**src/rtl/mact_pkg.sv**
```systemverilog
// shared types and codes for the memory admission claim table
// no dependencies
`default_nettype none
package mact_pkg;

  localparam logic [2:0] OP_CLAIM   = 3'd0;
  localparam logic [2:0] OP_FORCE   = 3'd1;
  localparam logic [2:0] OP_RELEASE = 3'd2;
  localparam logic [2:0] OP_CHECK   = 3'd3;
  localparam logic [2:0] OP_PREEMPT = 3'd4;
  localparam logic [2:0] OP_NONE    = 3'd5;

  localparam logic [1:0] ST_OK       = 2'd0;
  localparam logic [1:0] ST_ACCEPTED = 2'd1;
  localparam logic [1:0] ST_REJECTED = 2'd2;
  localparam logic [1:0] ST_FULL     = 2'd3;

  localparam logic [1:0] REG_HOST    = 2'd0;
  localparam logic [1:0] REG_RESERVE = 2'd1;
  localparam logic [1:0] REG_POLICY  = 2'd2;

  localparam int EVICT_LIMIT = 32;

  typedef struct packed {
    logic [2:0]  op;
    logic [15:0] id;
    logic        model;
    logic [47:0] mem;
    logic [6:0]  cpus;
  } mact_req_t;

  typedef struct packed {
    logic [47:0] cap;
    logic        host_nz;
    logic        strict;
  } mact_cfg_t;

  typedef struct packed {
    logic [15:0] key;
    logic [47:0] mem;
    logic [6:0]  cpus;
    logic        kind;
  } mact_slot_t;

endpackage
`default_nettype wire

```
**src/rtl/mact_front.sv**
```systemverilog
// front end: accepts transactions, classifies them and queues them
// depends on mact_pkg
`default_nettype none
module mact_front (
  input  wire logic              clk,
  input  wire logic              rst,
  input  wire logic              in_valid,
  output logic                   in_stall,
  input  wire logic [2:0]        req_type,
  input  wire logic [15:0]       claim_id,
  input  wire logic              is_model_kind,
  input  wire logic [47:0]       memory_bytes,
  input  wire logic signed [7:0] cpu_count,
  output logic                   q_valid,
  output mact_pkg::mact_req_t    q_data,
  input  wire logic              q_pop
);
  import mact_pkg::*;

  mact_req_t  entry [2];
  mact_req_t  cls;
  logic       wptr;
  logic       rptr;
  logic [1:0] count;
  logic       push;

  always_comb begin
    cls.op    = (req_type > OP_PREEMPT) ? OP_NONE : req_type;
    cls.id    = claim_id;
    cls.model = is_model_kind;
    cls.mem   = memory_bytes;
    cls.cpus  = cpu_count[7] ? 7'd0 : cpu_count[6:0];
  end

  assign in_stall = (count == 2'd2);
  assign push     = in_valid && !in_stall;
  assign q_valid  = (count != 2'd0);
  assign q_data   = entry[rptr];

  always_ff @(posedge clk) begin
    if (push) begin
      entry[wptr] <= cls;
    end
  end

  always_ff @(posedge clk) begin
    if (rst) begin
      wptr  <= 1'b0;
      rptr  <= 1'b0;
      count <= 2'd0;
    end else begin
      if (push) wptr <= !wptr;
      if (q_pop) rptr <= !rptr;
      count <= count + {1'b0, push} - {1'b0, q_pop};
    end
  end

endmodule
`default_nettype wire

```
**config.mk**
```make
export PLATFORM = sky130hd
export DESIGN_NAME = mact_front
export DESIGN_NICKNAME = d
export VERILOG_FILES = /design/src/rtl/mact_pkg.sv /design/src/rtl/mact_front.sv
export SDC_FILE = /design/constraint.sdc
export NUM_CORES = 1
export LEC_CHECK = 0
export BUFFER_PORTS_ARGS = -buffer_cell sky130_fd_sc_hd__clkbuf_2
export CORE_MARGIN = 10
export CORE_UTILIZATION = 32
export DETAILED_ROUTE_END_ITERATION = 7
export SLEW_MARGIN = 5
export SYNTH_ARGS = -nofsm -noshare
export SYNTH_HDL_FRONTEND = slang
export SYNTH_SLANG_ARGS = --single-unit
```
**constraint.sdc**
```tcl
create_clock -name clk -period 5 [get_ports clk]
set_input_delay 1.5 -clock clk [delete_from_list [all_inputs] [get_ports clk]]
set_output_delay 1.5 -clock clk [all_outputs]
set_load 0.01 [all_outputs]
```
Word level (Yosys, flattened, before mapping)
Memory sizes are Yosys's and may differ from the RTL's. A register that Yosys moved wholly into a read port is not among the register bits.
Index checks and enable logic that the tools add are counted.
{ "word_totals": {"ff_bits": 4, "ram_bits": 150, "out_inout_bits": 77, "elab_cells": 19, "memories": 1} }
{ "mem_list": {"columns": ["memory", "words", "word_bits", "read_ports", "rd_ports_with_merged_regs", "wr", "line_no", "text"], "rows": [
  ["entry", 2, 75, 1, 1, 1, "mact_front.sv:20", "mact_req_t entry [2];"]
]} }
{ "op_classes": {"add_sub_neg": 2, "order_cmp": 1, "eq_ne": 1, "muxes": 6, "reduce_logical": 5} }
{ "op_table": {"columns": ["operator", "count"], "rows": [
  ["7-bit 2-to-1 mux", 1],
  ["1-bit 2-to-1 mux", 4],
  ["3-bit greater-than comparator, second input constant", 1],
  ["1-bit logical NOT", 3],
  ["3-bit 2-to-1 mux", 1],
  ["2-bit by 1-bit adder with 2-bit output", 1],
  ["2-bit == test, second input constant", 1],
  ["2-bit nonzero test", 1],
  ["2-bit by 1-bit subtractor with 2-bit output", 1],
  ["1-bit logical AND", 1]
]} }

Logic depth before layout (Yosys ltp)
{ "depth": {"ltp_word": 5, "mapped_depth": 8, "depth_no_buf": 8} }

Worst setup path after synthesis
OpenSTA, ideal clock, no wires.
{ "synth_path": {"path_type": "input -> register", "from": "input in_valid", "to": "memory entry[0][0] (netlist bit) (enable)", "setup_time_ns": 0.429, "arrival_ns": 3.357, "required_time_ns": 4.571, "setup_slack_ns": 1.214, "path_stages": 3, "path_cell_list": "inv_1 or3_1 inv_1"} }
{ "synth_between": {"elab_chain_len": 3} }
{ "synth_lines": {"columns": ["element", "line_no", "text"], "rows": [
  ["from (decl)", "mact_front.sv:7", "input wire logic in_valid,"],
  ["1-bit logical AND", "mact_front.sv:36", "assign push = in_valid && !in_stall;"],
  ["1-bit 2-to-1 mux", "mact_front.sv:41", "if (push) begin"],
  ["1-bit 2-to-1 mux (implied by the code)", "mact_front.sv:42", "entry[wptr] <= cls;"],
  ["to (decl)", "mact_front.sv:20", null]
]} }
Every way passes these cells.

==> impl_metrics.toml <==
[run_status]
outcome = "finished, final reports clean"

[sta]
hold_viol = 0
slew_headroom_pct = 27.3
timing.final.max_slew_violations = 0
worstMarginPinSlew_ns = 1.09
report.final.setup_viol = 0
finClkSkew_ns = 0.00965
layout_setup_ws_ns = 1.43
finalCritPeriodShare_pct = 71.3
maxClockFrequency_ghz = 0.280
timing.final.crit_period_ns = 3.57
finalSetupTns_ns = 0
grt_setup_unrepaired = "false"

[floorplan]
dieArea_um2 = 24300
die_height_um = 156
num_rows = 49
boundaryPins = 157
floorplan.initialDensity_pct = 32.6
core_area_um2 = 18100
floorplan.die.width_um = 156

[logic_synthesis]
yosys_register_bits = 155
synth_seq_area_share_pct = 78.0
yosys_warnings = 0
synth_area_in_compound_gates_pct = 0.297
synth.area.mux_share_pct = 17.5
synth_top_area_cell = "sky130_fd_sc_hd__edfxtp_1"
synth_ff_type = "sky130_fd_sc_hd__edfxtp_1"
synthTopCellsByCount = "sky130_fd_sc_hd__edfxtp_1 (150), sky130_fd_sc_hd__mux2_4 (50), sky130_fd_sc_hd__mux2_2 (25)"
syn-cell-area_um2 = 5900
synth_adder_area_share_pct = 0.424
synth_top_family_by_area = "multiplexers"
synth_xor_area_share_pct = 0.297
synth.area.top_cells = "sky130_fd_sc_hd__edfxtp_1 (76%), sky130_fd_sc_hd__mux2_4 (13%), sky130_fd_sc_hd__mux2_2 (4.8%)"
synth-simple-area-share_pct = 1.89
synthDominantCellAreaShare_pct = 76.3
synth_enable_flop_cells = 150
synth-async-reset-ratio_pct = 0
synth_area_per_cell_um2 = 21.9
yosysUniqueCellTypes = 24
synth.net_count = 351
syn-instance-count = 269
post-synth-top-count-cell = "sky130_fd_sc_hd__edfxtp_1"

[cts]
ctsHoldBuffers = 0
cts.clk_slew.worst_paths_ns = 0.06
clock_path_buffers = 2
insertion_delay_ns = 0.41
cts_htree_levels = 4
cts_repair_resize_count = 0
post_cts.repair.setup_buffers = 0
buffer_cell_driving_the_clock_tree_root = "sky130_fd_sc_hd__clkbuf_16"
clock_sink_count = 155
cts_tree = "done"
cts_inserted_buffers = 17

[routing]
drtPass1Iterations = 4
post-route-drc-count = 0
dr_total_vias = 2972
drt_first_iter_violations = 78
wl_mm = 11.8
antenna_left = 0
avgRoutedWirePerCell_um = 17.3
per_cell_via_count_in_the_routed_design = 4.37

[layout]
multi_input_combinational_cell_area_um2 = 1210
nFillCells = 1646
syn_to_final_growth_pct = 27.6
area.sequential_um2 = 4610
share_of_final_layout_standard_cells_stronger_than_drive_strength_1_pct = 60.0
finalNetCount = 520

[power_and_ir_drop]
finalPower_mw = 3.36
peakVddDrop_mv = 0.214
power_density_nw_per_um2 = 446
leakagePower_nw = 2.96

[worst_setup_path]
worst-endpoint-arrival_ns = 2.07
cp_cell_instances = "buf_12 > mux2_2 > clkbuf_2"
crit_path_top_delay_cell = "sky130_fd_sc_hd__dfxtp_4"
critPathRequiredTime_ns = 3.50
maximum_cell_stage_delay_along_the_critical_path_ns = 0.70
worst-setup-path-type = "flop to primary output"
worst_setup_path_start_kind = "flop"
worstPathMaxFanout = 44
critPathCaptureType = "primary output"

[global_routing]
grt_max_degree = 76
grt_antenna_before_repair = 1
first_pass_grt_wire_length_mm = 18.3
grt_usage_pct = 9.87
first_global_vias = 3363
grt_overflow = 0

[placement]
dp_worst_setup_slack_ns = 1.57
dp_hpwl_mm = 8.23
numPortBuffers = 156
routability_cong = 0.693

[run]
timing.max_cap.violations = 0

[worst_hold_path]
holdCritPathClass = "flop to flop"
==> worst paths after layout <==
kind | depth (start not counted) | startpoint | endpoint | slack [ns]
worst max-delay path | 3 | flop | q_data[2] | 1.43
worst min-delay path | 2 | wptr$_SDFFE_PP0P_ | wptr$_SDFFE_PP0P_ | 0.50
worst max register to register | 5 | count[0]$_SDFF_PP0_ | entry[0][16]$_DFFE_PP_ | 2.78
worst min register to register | 2 | wptr$_SDFFE_PP0P_ | wptr$_SDFFE_PP0P_ | 0.50
==> per-stage QoR <==
stage	util, %	std cells	instance area (µm²)	hold WS, ns
6_report	41.7	680	7530	0.504
5_1_grt	41.7	680	7530	0.559
4_1_cts	41.6	679	7530	0.504
3_5_place_dp	38.3	648	6930	0.486
3_3_place_gp	38.3	648	6930	0.489
2_1_floorplan	-	269	5900	0.451
==> registers in the layout, indices dropped and copies added, names as in the netlist, named ones only <==
register / count
rptr: 1
count: 2
entry: 150
wptr: 1
==> cells in the final DEF, fill, tap and decap left out <==
cell / netlist / final
sky130_fd_sc_hd__a21o_1: 1 / 1
sky130_fd_sc_hd__a21oi_1: 1 / 1
sky130_fd_sc_hd__and2_1: 1 / 1
sky130_fd_sc_hd__and3_4: 0 / 1
sky130_fd_sc_hd__buf_12: 0 / 1
sky130_fd_sc_hd__buf_4: 0 / 2
sky130_fd_sc_hd__bufinv_16: 0 / 3
sky130_fd_sc_hd__clkbuf_1: 1 / 1
sky130_fd_sc_hd__clkbuf_16: 0 / 17
sky130_fd_sc_hd__clkbuf_2: 0 / 156
sky130_fd_sc_hd__clkinv_2: 0 / 3
sky130_fd_sc_hd__clkinv_4: 0 / 2
sky130_fd_sc_hd__clkinvlp_4: 0 / 3
sky130_fd_sc_hd__dfxtp_1: 5 / 4
sky130_fd_sc_hd__dfxtp_4: 0 / 1
sky130_fd_sc_hd__diode_2: 0 / 1
sky130_fd_sc_hd__edfxtp_1: 150 / 150
sky130_fd_sc_hd__ha_1: 2 / 2
sky130_fd_sc_hd__inv_1: 3 / 2
sky130_fd_sc_hd__inv_2: 1 / 1
sky130_fd_sc_hd__inv_6: 0 / 2
sky130_fd_sc_hd__inv_8: 0 / 1
sky130_fd_sc_hd__mux2_2: 25 / 25
sky130_fd_sc_hd__mux2_4: 50 / 50
sky130_fd_sc_hd__nand2_1: 1 / 1
sky130_fd_sc_hd__nand2b_2: 1 / 1
sky130_fd_sc_hd__nor2_1: 3 / 3
sky130_fd_sc_hd__nor2b_1: 9 / 9
sky130_fd_sc_hd__nor3_1: 1 / 1
sky130_fd_sc_hd__o21ai_0: 1 / 1
sky130_fd_sc_hd__or2_2: 1 / 1
sky130_fd_sc_hd__or3_1: 1 / 1
sky130_fd_sc_hd__xnor2_1: 1 / 1
sky130_fd_sc_hd__xor2_1: 1 / 1
==> cells by family after synthesis <==
kind of cell | count (synthesis)
AND/OR/NAND/NOR | 19
flip-flops | 155
adder cells (fa/ha/maj) | 2
buffers and inverters | 13
multiplexers | 75
AO/OA/AOI/OAI | 3
XOR/XNOR | 2
==> worst max-delay path, delay by kind of cell (launching register included) <==
family,cells,cell delay [ns]
buffers and inverters,2,0.49
DFF,1,0.70
muxes,1,0.40
==> metal layers <==
layer  up-vias  global-route usage (%)  share of wire (%)
li1       1385                       -                  -
met1      1483                    10.7                 40
met2        97                    16.4                 50
met3         7                    5.02                8.1
met4         0                    3.33                1.1
met5         -                       0                  0
==> final cells by class <==
type	instances	share of cell area [%]
antenna	1	0.0332
tap	229	3.80
clock inverter	13	2.24
multi-input combinational	101	16.0
sequential	155	61.2
clock buffer	18	5.70
inverter	4	0.216
timing repair buffer	159	10.8
==> power by group <==
| part | internal [mW] | leakage, nW | switching, mW |
|---|---|---|---|
| registers | 1.57 | 1.44 | 0.0414 |
| clock network | 0.788 | 0.285 | 0.505 |
| logic | 0.219 | 1.24 | 0.233 |
(Power assumes the default switching activity.)
