File: config.mk
export PLATFORM = sky130hd
export DESIGN_NAME = mact_engine
export DESIGN_NICKNAME = d
export VERILOG_FILES = /design/src/rtl/mact_pkg.sv /design/src/rtl/mact_engine.sv
export SDC_FILE = /design/constraint.sdc
export NUM_CORES = 2
export LEC_CHECK = 0
export BUFFER_PORTS_ARGS = -buffer_cell sky130_fd_sc_hd__buf_2
export CAP_MARGIN = 40
export CORE_MARGIN = 1.5
export CORE_UTILIZATION = 50
export DETAILED_ROUTE_END_ITERATION = 8
export PLACE_DENSITY = 0.66
export SYNTH_ARGS = -nofsm -noshare
export SYNTH_HDL_FRONTEND = slang
export SYNTH_SLANG_ARGS = --single-unit
File: constraint.sdc
create_clock -name clk -period 12.1 [get_ports clk]
set_clock_uncertainty 0.1 [all_clocks]
set_input_delay 3.63 -clock clk [delete_from_list [all_inputs] [get_ports clk]]
set_output_delay 3.63 -clock clk [all_outputs]
set_load 0.05 [all_outputs]
File: src/rtl/mact_pkg.sv
// shared types and codes for the memory admission claim table
// no dependencies
`default_nettype none
package mact_pkg;

  localparam logic [2:0] OP_CLAIM   = 3'd0;
  localparam logic [2:0] OP_FORCE   = 3'd1;
  localparam logic [2:0] OP_RELEASE = 3'd2;
  localparam logic [2:0] OP_CHECK   = 3'd3;
  localparam logic [2:0] OP_PREEMPT = 3'd4;
  localparam logic [2:0] OP_NONE    = 3'd5;

  localparam logic [1:0] ST_OK       = 2'd0;
  localparam logic [1:0] ST_ACCEPTED = 2'd1;
  localparam logic [1:0] ST_REJECTED = 2'd2;
  localparam logic [1:0] ST_FULL     = 2'd3;

  localparam logic [1:0] REG_HOST    = 2'd0;
  localparam logic [1:0] REG_RESERVE = 2'd1;
  localparam logic [1:0] REG_POLICY  = 2'd2;

  localparam int EVICT_LIMIT = 32;

  typedef struct packed {
    logic [2:0]  op;
    logic [15:0] id;
    logic        model;
    logic [47:0] mem;
    logic [6:0]  cpus;
  } mact_req_t;

  typedef struct packed {
    logic [47:0] cap;
    logic        host_nz;
    logic        strict;
  } mact_cfg_t;

  typedef struct packed {
    logic [15:0] key;
    logic [47:0] mem;
    logic [6:0]  cpus;
    logic        kind;
  } mact_slot_t;

endpackage
`default_nettype wire

File: src/rtl/mact_engine.sv
// back end: slot table, totals, sequencer for claims and preemption, result register
// depends on mact_pkg
`default_nettype none
module mact_engine #(
  parameter int MAX_CLAIMS = 32
) (
  input  wire logic                 clk,
  input  wire logic                 rst,
  input  wire mact_pkg::mact_cfg_t  cfg,
  input  wire logic                 q_valid,
  input  wire mact_pkg::mact_req_t  q_data,
  output logic                      q_pop,
  output logic                      out_valid,
  input  wire logic                 out_stall,
  output logic [1:0]                status,
  output logic [47:0]               available_bytes,
  output logic [52:0]               claimed_bytes,
  output logic [11:0]               claimed_cpus,
  output logic                      evicted_valid,
  output logic [15:0]               evicted_id,
  output logic                      last
);
  import mact_pkg::*;

  localparam int IW = (MAX_CLAIMS > 1) ? $clog2(MAX_CLAIMS) : 1;
  localparam logic [IW:0] N_C = (IW + 1)'(MAX_CLAIMS);
  localparam logic [IW-1:0] LAST_IDX = IW'(MAX_CLAIMS - 1);

  localparam logic [3:0] S_IDLE = 4'd0;
  localparam logic [3:0] S_SCAN = 4'd1;
  localparam logic [3:0] S_PROJ = 4'd2;
  localparam logic [3:0] S_ACT  = 4'd3;
  localparam logic [3:0] S_PCHK = 4'd4;
  localparam logic [3:0] S_PCMP = 4'd5;
  localparam logic [3:0] S_PACT = 4'd6;
  localparam logic [3:0] S_FREE = 4'd7;
  localparam logic [3:0] S_EMIT = 4'd8;

  mact_slot_t slots [MAX_CLAIMS];
  mact_slot_t rd_q;
  logic [IW-1:0] rd_addr;
  logic          we;
  logic [IW-1:0] wa;
  mact_slot_t    wd;

  logic [MAX_CLAIMS-1:0] slot_valid;
  logic [3:0]    state;
  mact_req_t     req;
  logic [IW:0]   cnt;
  logic          p_v;
  logic [IW-1:0] p_idx;
  logic          found;
  logic [IW-1:0] at;
  logic [47:0]   ex_mem;
  logic [6:0]    ex_cpus;
  logic          free_found;
  logic [IW-1:0] free_at;
  logic          best_found;
  logic [IW-1:0] best_at;
  logic [47:0]   best_mem;
  logic [6:0]    best_cpus;
  logic [15:0]   best_key;
  logic [53:0]   proj;
  logic [1:0]    st;
  logic [5:0]    nev;
  logic [15:0]   ev_ids [EVICT_LIMIT];
  logic [52:0]   total_mem;
  logic [11:0]   total_cpu;
  logic [47:0]   avail;
  logic [4:0]    k;
  logic          over;
  logic          pv_valid;
  logic          emit_last;
  logic          load;
  logic [47:0]   free_now;

  assign rd_addr  = cnt[IW-1:0];
  assign pv_valid = slot_valid[p_idx];
  assign over     = cfg.host_nz && (proj > {6'd0, cfg.cap});
  assign free_now = ({5'd0, cfg.cap} > total_mem) ? (cfg.cap - total_mem[47:0]) : 48'd0;
  assign q_pop    = (state == S_IDLE) && q_valid;
  assign emit_last = (nev == 6'd0) || ({1'b0, k} == nev - 6'd1);
  assign load     = (state == S_EMIT) && (!out_valid || !out_stall);

  always_comb begin
    we = 1'b0;
    wa = at;
    wd.key  = req.id;
    wd.mem  = req.mem;
    wd.cpus = req.cpus;
    wd.kind = req.model;
    if (state == S_ACT && (req.op == OP_CLAIM || req.op == OP_FORCE) &&
        !(req.op == OP_CLAIM && over && cfg.strict)) begin
      if (found) begin
        we = 1'b1;
      end else if (free_found) begin
        we = 1'b1;
        wa = free_at;
      end
    end
  end

  always_ff @(posedge clk) begin
    if (we) slots[wa] <= wd;
    rd_q <= slots[rd_addr];
  end

  always_ff @(posedge clk) begin
    if (state == S_PACT && best_found) ev_ids[nev[4:0]] <= best_key;
  end

  always_ff @(posedge clk) begin
    if (rst) begin
      state      <= S_IDLE;
      slot_valid <= '0;
      total_mem  <= '0;
      total_cpu  <= '0;
      out_valid  <= 1'b0;
      p_v        <= 1'b0;
    end else begin
      if (load) out_valid <= 1'b1;
      else if (!out_stall) out_valid <= 1'b0;
      case (state)
        S_IDLE: begin
          if (q_valid) begin
            req <= q_data;
            st  <= ST_OK;
            nev <= 6'd0;
            found <= 1'b0;
            ex_mem <= 48'd0;
            ex_cpus <= 7'd0;
            free_found <= 1'b0;
            best_found <= 1'b0;
            cnt <= '0;
            p_v <= 1'b0;
            case (q_data.op)
              OP_PREEMPT: state <= S_PCHK;
              OP_CHECK:   state <= S_PROJ;
              OP_NONE:    state <= S_FREE;
              default:    state <= S_SCAN;
            endcase
          end
        end
        S_SCAN: begin
          if (cnt < N_C) begin
            p_v   <= 1'b1;
            p_idx <= cnt[IW-1:0];
            cnt   <= cnt + 1'b1;
          end else begin
            p_v <= 1'b0;
          end
          if (p_v) begin
            if (pv_valid && rd_q.key == req.id && !found) begin
              found   <= 1'b1;
              at      <= p_idx;
              ex_mem  <= rd_q.mem;
              ex_cpus <= rd_q.cpus;
            end
            if (!pv_valid && !free_found) begin
              free_found <= 1'b1;
              free_at    <= p_idx;
            end
            if (pv_valid && rd_q.kind && (!best_found || rd_q.mem > best_mem)) begin
              best_found <= 1'b1;
              best_at    <= p_idx;
              best_mem   <= rd_q.mem;
              best_cpus  <= rd_q.cpus;
              best_key   <= rd_q.key;
            end
            if (p_idx == LAST_IDX) begin
              p_v <= 1'b0;
              case (req.op)
                OP_PREEMPT: state <= S_PACT;
                OP_RELEASE: state <= S_ACT;
                default:    state <= S_PROJ;
              endcase
            end
          end
        end
        S_PROJ: begin
          proj  <= {1'b0, total_mem} - {6'd0, ex_mem} + {6'd0, req.mem};
          state <= S_ACT;
        end
        S_ACT: begin
          case (req.op)
            OP_CLAIM, OP_FORCE: begin
              if (req.op == OP_CLAIM && over) st <= cfg.strict ? ST_REJECTED : ST_ACCEPTED;
              if (!(req.op == OP_CLAIM && over && cfg.strict)) begin
                if (found || free_found) begin
                  slot_valid[wa] <= 1'b1;
                  total_mem <= proj[52:0];
                  total_cpu <= total_cpu - {5'd0, ex_cpus} + {5'd0, req.cpus};
                end else begin
                  st <= ST_FULL;
                end
              end
            end
            OP_RELEASE: begin
              if (found) begin
                slot_valid[at] <= 1'b0;
                total_mem <= total_mem - {5'd0, ex_mem};
                total_cpu <= total_cpu - {5'd0, ex_cpus};
              end
            end
            OP_CHECK: begin
              if (over) st <= cfg.strict ? ST_REJECTED : ST_ACCEPTED;
            end
            default: begin
            end
          endcase
          state <= S_FREE;
        end
        S_PCHK: begin
          avail <= free_now;
          state <= S_PCMP;
        end
        S_PCMP: begin
          k <= 5'd0;
          if (avail < req.mem && nev < 6'(EVICT_LIMIT)) begin
            best_found <= 1'b0;
            cnt   <= '0;
            p_v   <= 1'b0;
            state <= S_SCAN;
          end else begin
            state <= S_EMIT;
          end
        end
        S_PACT: begin
          k <= 5'd0;
          if (!best_found) begin
            state <= S_EMIT;
          end else begin
            nev <= nev + 6'd1;
            slot_valid[best_at] <= 1'b0;
            total_mem <= total_mem - {5'd0, best_mem};
            total_cpu <= total_cpu - {5'd0, best_cpus};
            state <= S_PCHK;
          end
        end
        S_FREE: begin
          avail <= free_now;
          k     <= 5'd0;
          state <= S_EMIT;
        end
        S_EMIT: begin
          if (load) begin
            k <= k + 5'd1;
            if (emit_last) state <= S_IDLE;
          end
        end
        default: state <= S_IDLE;
      endcase
    end
  end

  always_ff @(posedge clk) begin
    if (load) begin
      status          <= st;
      available_bytes <= avail;
      claimed_bytes   <= total_mem;
      claimed_cpus    <= total_cpu;
      evicted_valid   <= (nev != 6'd0);
      evicted_id      <= (nev != 6'd0) ? ev_ids[k] : 16'd0;
      last            <= emit_last;
    end
  end

endmodule
`default_nettype wire

After elaboration in Yosys (flattened, before gate mapping)
Memory sizes are Yosys's and may differ from the RTL's. A register that Yosys moved wholly into a read port is not among the register bits.
Index checks and enable logic that the tools add are counted.
{ "word_totals": {"elab_cells": 251, "ramBits": 2816, "output_inout_bits": 135, "ff_bits": 565, "mem_count": 2, "in_bits": 129} }
{ "op_classes": {"eq_ne": 36, "n_lt_le_gt_ge": 13, "n_bitwise": 6, "add_sub_neg": 12, "n_reduce_logical": 60, "n_mux": 87} }
{ "mem_list": {"columns": ["memory", "words", "width", "rd", "rd_ports_with_merged_regs", "write_ports", "line", "rtl"], "rows": [
  ["slots", 32, 72, 1, 1, 1, "mact_engine.sv:39", "mact_slot_t slots [MAX_CLAIMS];"],
  ["ev_ids", 32, 16, 1, 1, 1, "mact_engine.sv:66", "logic [15:0] ev_ids [EVICT_LIMIT];"]
]} }
{ "op_table": {"columns": ["operator", "count"], "rows": [
  ["$mux W53", 4],
  ["$pmux W53 S2", 2],
  ["$mux W48", 3],
  ["$mux W32", 4],
  ["$pmux W32 S2", 2],
  ["$sub A53 B48 Y53", 2],
  ["$pmux W48 S2", 1],
  ["$and A32 B32 Y32", 2],
  ["$not A32 Y32", 2],
  ["$add A54 B48 Y54", 1],
  ["$gt A54 B48 Y1", 1],
  ["$sub A53 B48 Y54", 1],
  ["$gt A48 B53 Y1", 1],
  ["$gt A48 B48 Y1", 1],
  ["$lt A48 B48 Y1", 1],
  ["$mux W12", 4],
  ["$pmux W12 S2", 2],
  ["$sub A48 B48 Y48", 1],
  ["$pmux W4 S9", 1],
  ["$or A32 B32 Y32", 1],
  ["$mux W4", 7],
  ["$reduce_and A5 Y1", 5],
  ["$lt A5 B6 Y1 const B", 4],
  ["$mux W1", 24],
  ["52 further kinds", 137]
]} }

Depth between registers and ports, before layout
{ "logic_depth": {"depth_word": 16, "ltp_mapped": 18, "ltp_nobuf": 18} }

Worst setup path before layout
Ideal clock, no wire load.
{ "synth_path": {"kind": "input to register", "startpoint": "in out_stall", "endpoint": "reg k[0] (enable)", "path_slack_ps": 1054, "arrival_time_ps": 10583, "required_ps": 11638, "setup_time_ps": 362, "path_buffers": 0, "cell_stages": 3, "path_cell_list": "a21oi_1 > a21oi_1 > nor2_1"} }
{ "synth_via": {"elab_chain_len": 5} }
{ "synth_lines": {"columns": ["element", "line", "rtl"], "rows": [
  ["start, declared", "mact_engine.sv:14", "input wire logic out_stall,"],
  ["$logic_not A1 Y1", null, null],
  ["$logic_or A1 B1 Y1", "mact_engine.sv:83", "assign load = (state == S_EMIT) && (!out_valid || !out_stall);"],
  ["$logic_and A1 B1 Y1", "mact_engine.sv:83", null],
  ["$ne A2 B2 Y1 (no line)", null, null],
  ["$reduce_and A3 Y1 (no line)", null, null],
  ["end signal, assigned", "mact_engine.sv:247", "k <= k + 5'd1;"],
  ["end, declared", "mact_engine.sv:70", "logic [4:0] k;"]
]} }
No other way between the ends.
A chain may end at the register's enable or synchronous reset.

Worst setup path in the final report
{ "layout_path": {"startpoint": "in cfg[27] (netlist name)", "endpoint": "mem slots[23][35] (netlist name) (enable)"} }
{ "layout_via": {"elab_chain_len": 9, "elab_cells_between_ends": 10, "classes_between": "1 x order compare; 4 x mux; 5 x reduce/logical"} }
{ "layout_lines": {"columns": ["element", "line", "rtl"], "rows": [
  ["start, declared", "mact_engine.sv:9", "input wire mact_pkg::mact_cfg_t cfg,"],
  ["$gt A54 B48 Y1 *", "mact_engine.sv:79", "assign over = cfg.host_nz && (proj > {6'd0, cfg.cap});"],
  ["$logic_and A1 B1 Y1 *", "mact_engine.sv:79", null],
  ["$logic_and A1 B1 Y1 * (2 in a row)", "mact_engine.sv:93", "!(req.op == OP_CLAIM && over && cfg.strict)) begin"],
  ["$logic_not A1 Y1 *", null, null],
  ["$logic_and A1 B1 Y1 *", "mact_engine.sv:92", "if (state == S_ACT && (req.op == OP_CLAIM || req.op == OP_FORCE) &&"],
  ["$mux W1", "mact_engine.sv:92", null],
  ["$mux W1", "mact_engine.sv:104", "if (we) slots[wa] <= wd;"],
  ["$mux W1 (implied by the code)", "mact_engine.sv:104", null],
  ["end, declared", "mact_engine.sv:39", null]
]} }
Every way passes the cells marked *; elsewhere a longest branch is shown, timed or not.

==> impl_metrics.ini <==
[yosys]
synth_compound_area_frac = 0.0496
synth-simple-area-share = 0.0374
synth_area_leaders = edfxtp_1 67%, mux4_2 14%, ha_1 3.2%
synth_adder_area_share = 0.0390
yosysSeqAreaShare = 0.697
synthMuxAreaShare = 0.144
synth_top_family_by_area = multiplexers
synth_cell_type_count = 78
syn_area_sq_um = 147000
ys_async_sr_fraction = 0
synth-xor-area-share = 0.0129
syn-instance-count = 8131
synth_top_area_share = 0.673
synthFlopType = edfxtp_1
synth_seq_cells = 3469
synth_edf_count = 3294
postSynthNetCount = 8685
ys_warn_count = 0
synth_top_area_cell = edfxtp_1
syn_avg_cell_area_sq_um = 18.1

[clocking]
clkSlewWorstSetupHoldPaths_ns = 0.06
post_cts.repair.setup_buffers = 0
cts_root_buf = clkbuf_16
cts_tree = built
postCtsHoldBufs = 0
cts_sinks = 3469
htree_levels = 5
cts_made_buffers = 358
clk_latency_ns = 0.95
post_cts_resized = 0
clockBufferDepth = 4

[routing]
num_vias = 81000
firstDrtPassIters = 6
drc_errors = 0
final_antenna_net_count = 0
wire_per_inst_um = 30.9
wirelength_um = 399000
drtIter0Drc = 10800
vias_per_cell = 6.29

[worst_hold_path]
hp-start = rd_q[8]$_DFF_P_
hold_depth = 0
hold_class = register to register

[global_routing]
antenna_found_initial = 22
grt_pass1_vias = 78900
grt_pass1_wl_um = 572000
overflow = 0
grt_max_degree = 135
grt_usage = 0.268

[critical_path]
path_max_fanout = 31
worstSetupEndpointType = register
cp-start-kind = input port
crit_cells = 15
startpoint = cfg[27]
r2r_start = proj[36]$_DFFE_PP_
cpPeakStageDelay_ns = 0.80
path_cells = buf_2 -> inv_1 -> ha_1 -> nand2_1 -> o21ai_0 -> a211oi_1 -> a21oi_1 -> o21ai_0 -> a211oi_2 -> a2111oi_4 -> buf_4 -> o21ai_2 -> nand2_1 -> nor2_4 -> buf_4
reg2reg_depth = 13
crit_family = compound AO/OA/AOI/OAI gates
critical_path_class = input port to register
path_buf_inv = 4
cp.arrival_ns = 9.85
required_ns = 12.55
cp_slowest_cell = a211oi_2

[timing]
maxSlewViolCount = 0
fin_crit_ns = 9.40
maxSlewHeadroom = 0.364
clock.fmax_ghz = 0.106
setup_viol = 0
hold_violations = 0
tightestPinTransition_ns = 0.955
tns_ns = 0
rsz0062_at_grt = no
finalCritPeriodShare = 0.776
postLayoutSetupSlackWorst_ns = 2.70

[cells_and_area]
fin_cells = 12900
fin_util = 0.572
drive_gt1_frac = 0.233
layout.nets = 9254
area_delta_synth_final_pct = 13.6

[pwr]
finalPower_uw = 32400
comb_power_share = 0.227
peakVddDrop_uv = 144
sequentialPowerShare = 0.438
p_clk_frac = 0.335
p_per_area_nw_per_um2 = 194
p_sw_frac = 0.287
p_sw_uw = 9290
leakage_uw = 0.0562
p_int_uw = 23100

[die]
ios = 264
die_area_sq_um = 297000
rows = 198
core_sq_um = 292000
dieHeight_um = 545
die_width_um = 545
start_util = 0.504

[flow_run]
cap_violations = 0

[placed_design]
dp_slack_ns = 1.84
port_buffers = 263
place_inst = 12200
dpl.hpwl_um = 257000
gp_congestion = 0.985

[status]
status = complete, no violations
==> sequential cells by signal (all words and copies together), names as in the netlist, 53 cells and up <==
name           cells
req               75
proj              54
rd_q              72
claimed_bytes     53
total_mem         53
ev_ids           512
slots           2304
==> final timing paths <==
path	slack, ns	end
worst max-delay path	2.70	slots[23][35]$_DFFE_PP_
worst min-delay path	0.33	best_mem[0]$_DFFE_PP_
worst min register to register	0.33	best_mem[0]$_DFFE_PP_
worst max register to register	5.00	slots[23][35]$_DFFE_PP_
==> layout make-up <==
class	count	area (sq um)
repair buffers	553	4630
clock buffers	470	9670
well taps	3900	4880
inverters	423	1590
fillers	21700	125000
diodes	3	7.51
flip-flops and latches	3469	102000
multi-input cells	3895	41900
clock inverters	177	1770
==> cell families (layout without fill, tap and decap cells) <==
| group | Yosys count | count (layout) |
|---|---|---|
| buffers and inverters | 767 | 1623 |
| multiplexers | 993 | 993 |
| adder cells (fa/ha/maj) | 425 | 425 |
| AO/OA/AOI/OAI | 1122 | 1122 |
| flip-flops | 3469 | 3469 |
| XOR/XNOR | 216 | 216 |
| other | 0 | 3 |
| AND/OR/NAND/NOR | 1139 | 1139 |
==> metrics by stage <==
step	hold WS, ns	instance area [sq um]
final	0.327	167000
after global routing	0.328	167000
after CTS	0.328	167000
after detailed placement	0.310	155000
after global placement	0.306	154000
after floorplan	0.300	147000
==> power by group through the flow <==
stage | Sequential (uW) | Combinational [uW] | Clock, uW
detailed placement | 14400 | 7330 | 0
finish | 14200 | 7370 | 10900
floorplan | 14400 | 4700 | 0
global placement | 14400 | 7150 | 0
global route | 14200 | 7890 | 11500
CTS | 14200 | 7370 | 11000
==> cell usage after synthesis, drive strengths merged (8+ instances only) <==
| cell type | count |
|---|---|
| mux4 | 890 |
| o221ai | 22 |
| xnor2 | 133 |
| o31ai | 15 |
| inv | 422 |
| o31a | 9 |
| or3 | 20 |
| ha | 371 |
| edfxtp | 3294 |
| nand2b | 44 |
| o21a | 33 |
| and2 | 76 |
| a21o | 146 |
| nor2b | 52 |
| buf | 80 |
| dfxtp | 175 |
| mux2i | 26 |
| o2111ai | 8 |
| and4 | 11 |
| a2111oi | 18 |
| a221oi | 12 |
| xor2 | 83 |
| or2 | 17 |
| a31oi | 75 |
| clkbuf | 264 |
| nor3 | 83 |
| nand3 | 85 |
| nand2 | 254 |
| nor3b | 8 |
| nand3b | 12 |
| o21ai | 202 |
| o22ai | 8 |
| and3 | 26 |
| a22oi | 11 |
| a21boi | 13 |
| nor4 | 23 |
| o211ai | 65 |
| a21oi | 307 |
| nand4 | 59 |
| nor2 | 350 |
| a211oi | 91 |
| fa | 54 |
| mux2 | 77 |
| o21bai | 29 |
==> per-layer routing <==
metal / vias up / wire (um) / GRT usage / share of wire
met2: 4263 / 178000 / 0.396 / 0.45
met1: 42400 / 173000 / 0.415 / 0.43
met4: 2 / 8350 / 0.0564 / 0.021
met5: - / 13 / 0 / 0.000033
met3: 521 / 39400 / 0.0517 / 0.099
li1: 33900 / - / - / -
==> layout by cell type (no fill, tap or decap), drive strengths merged, types with 22 or more instances in the layout <==
cell type and instances:
and3 26, xor2 83, and2 76, nor2 350, o211ai 65, nor3 83
xnor2 133, mux4 890, nand2b 44, nand2 254, nand3 85, inv 442
mux2i 26, edfxtp 3294, clkbuf 474, dfxtp 175, o21bai 29, buf 549
o21ai 202, ha 371, nand4 59, a21o 146, nor4 23, o21a 33
mux2 77, a31oi 75, a211oi 91, clkinv 126, o221ai 22, nor2b 52
bufinv 25, fa 54, a21oi 307
(Power assumes the default switching activity.)
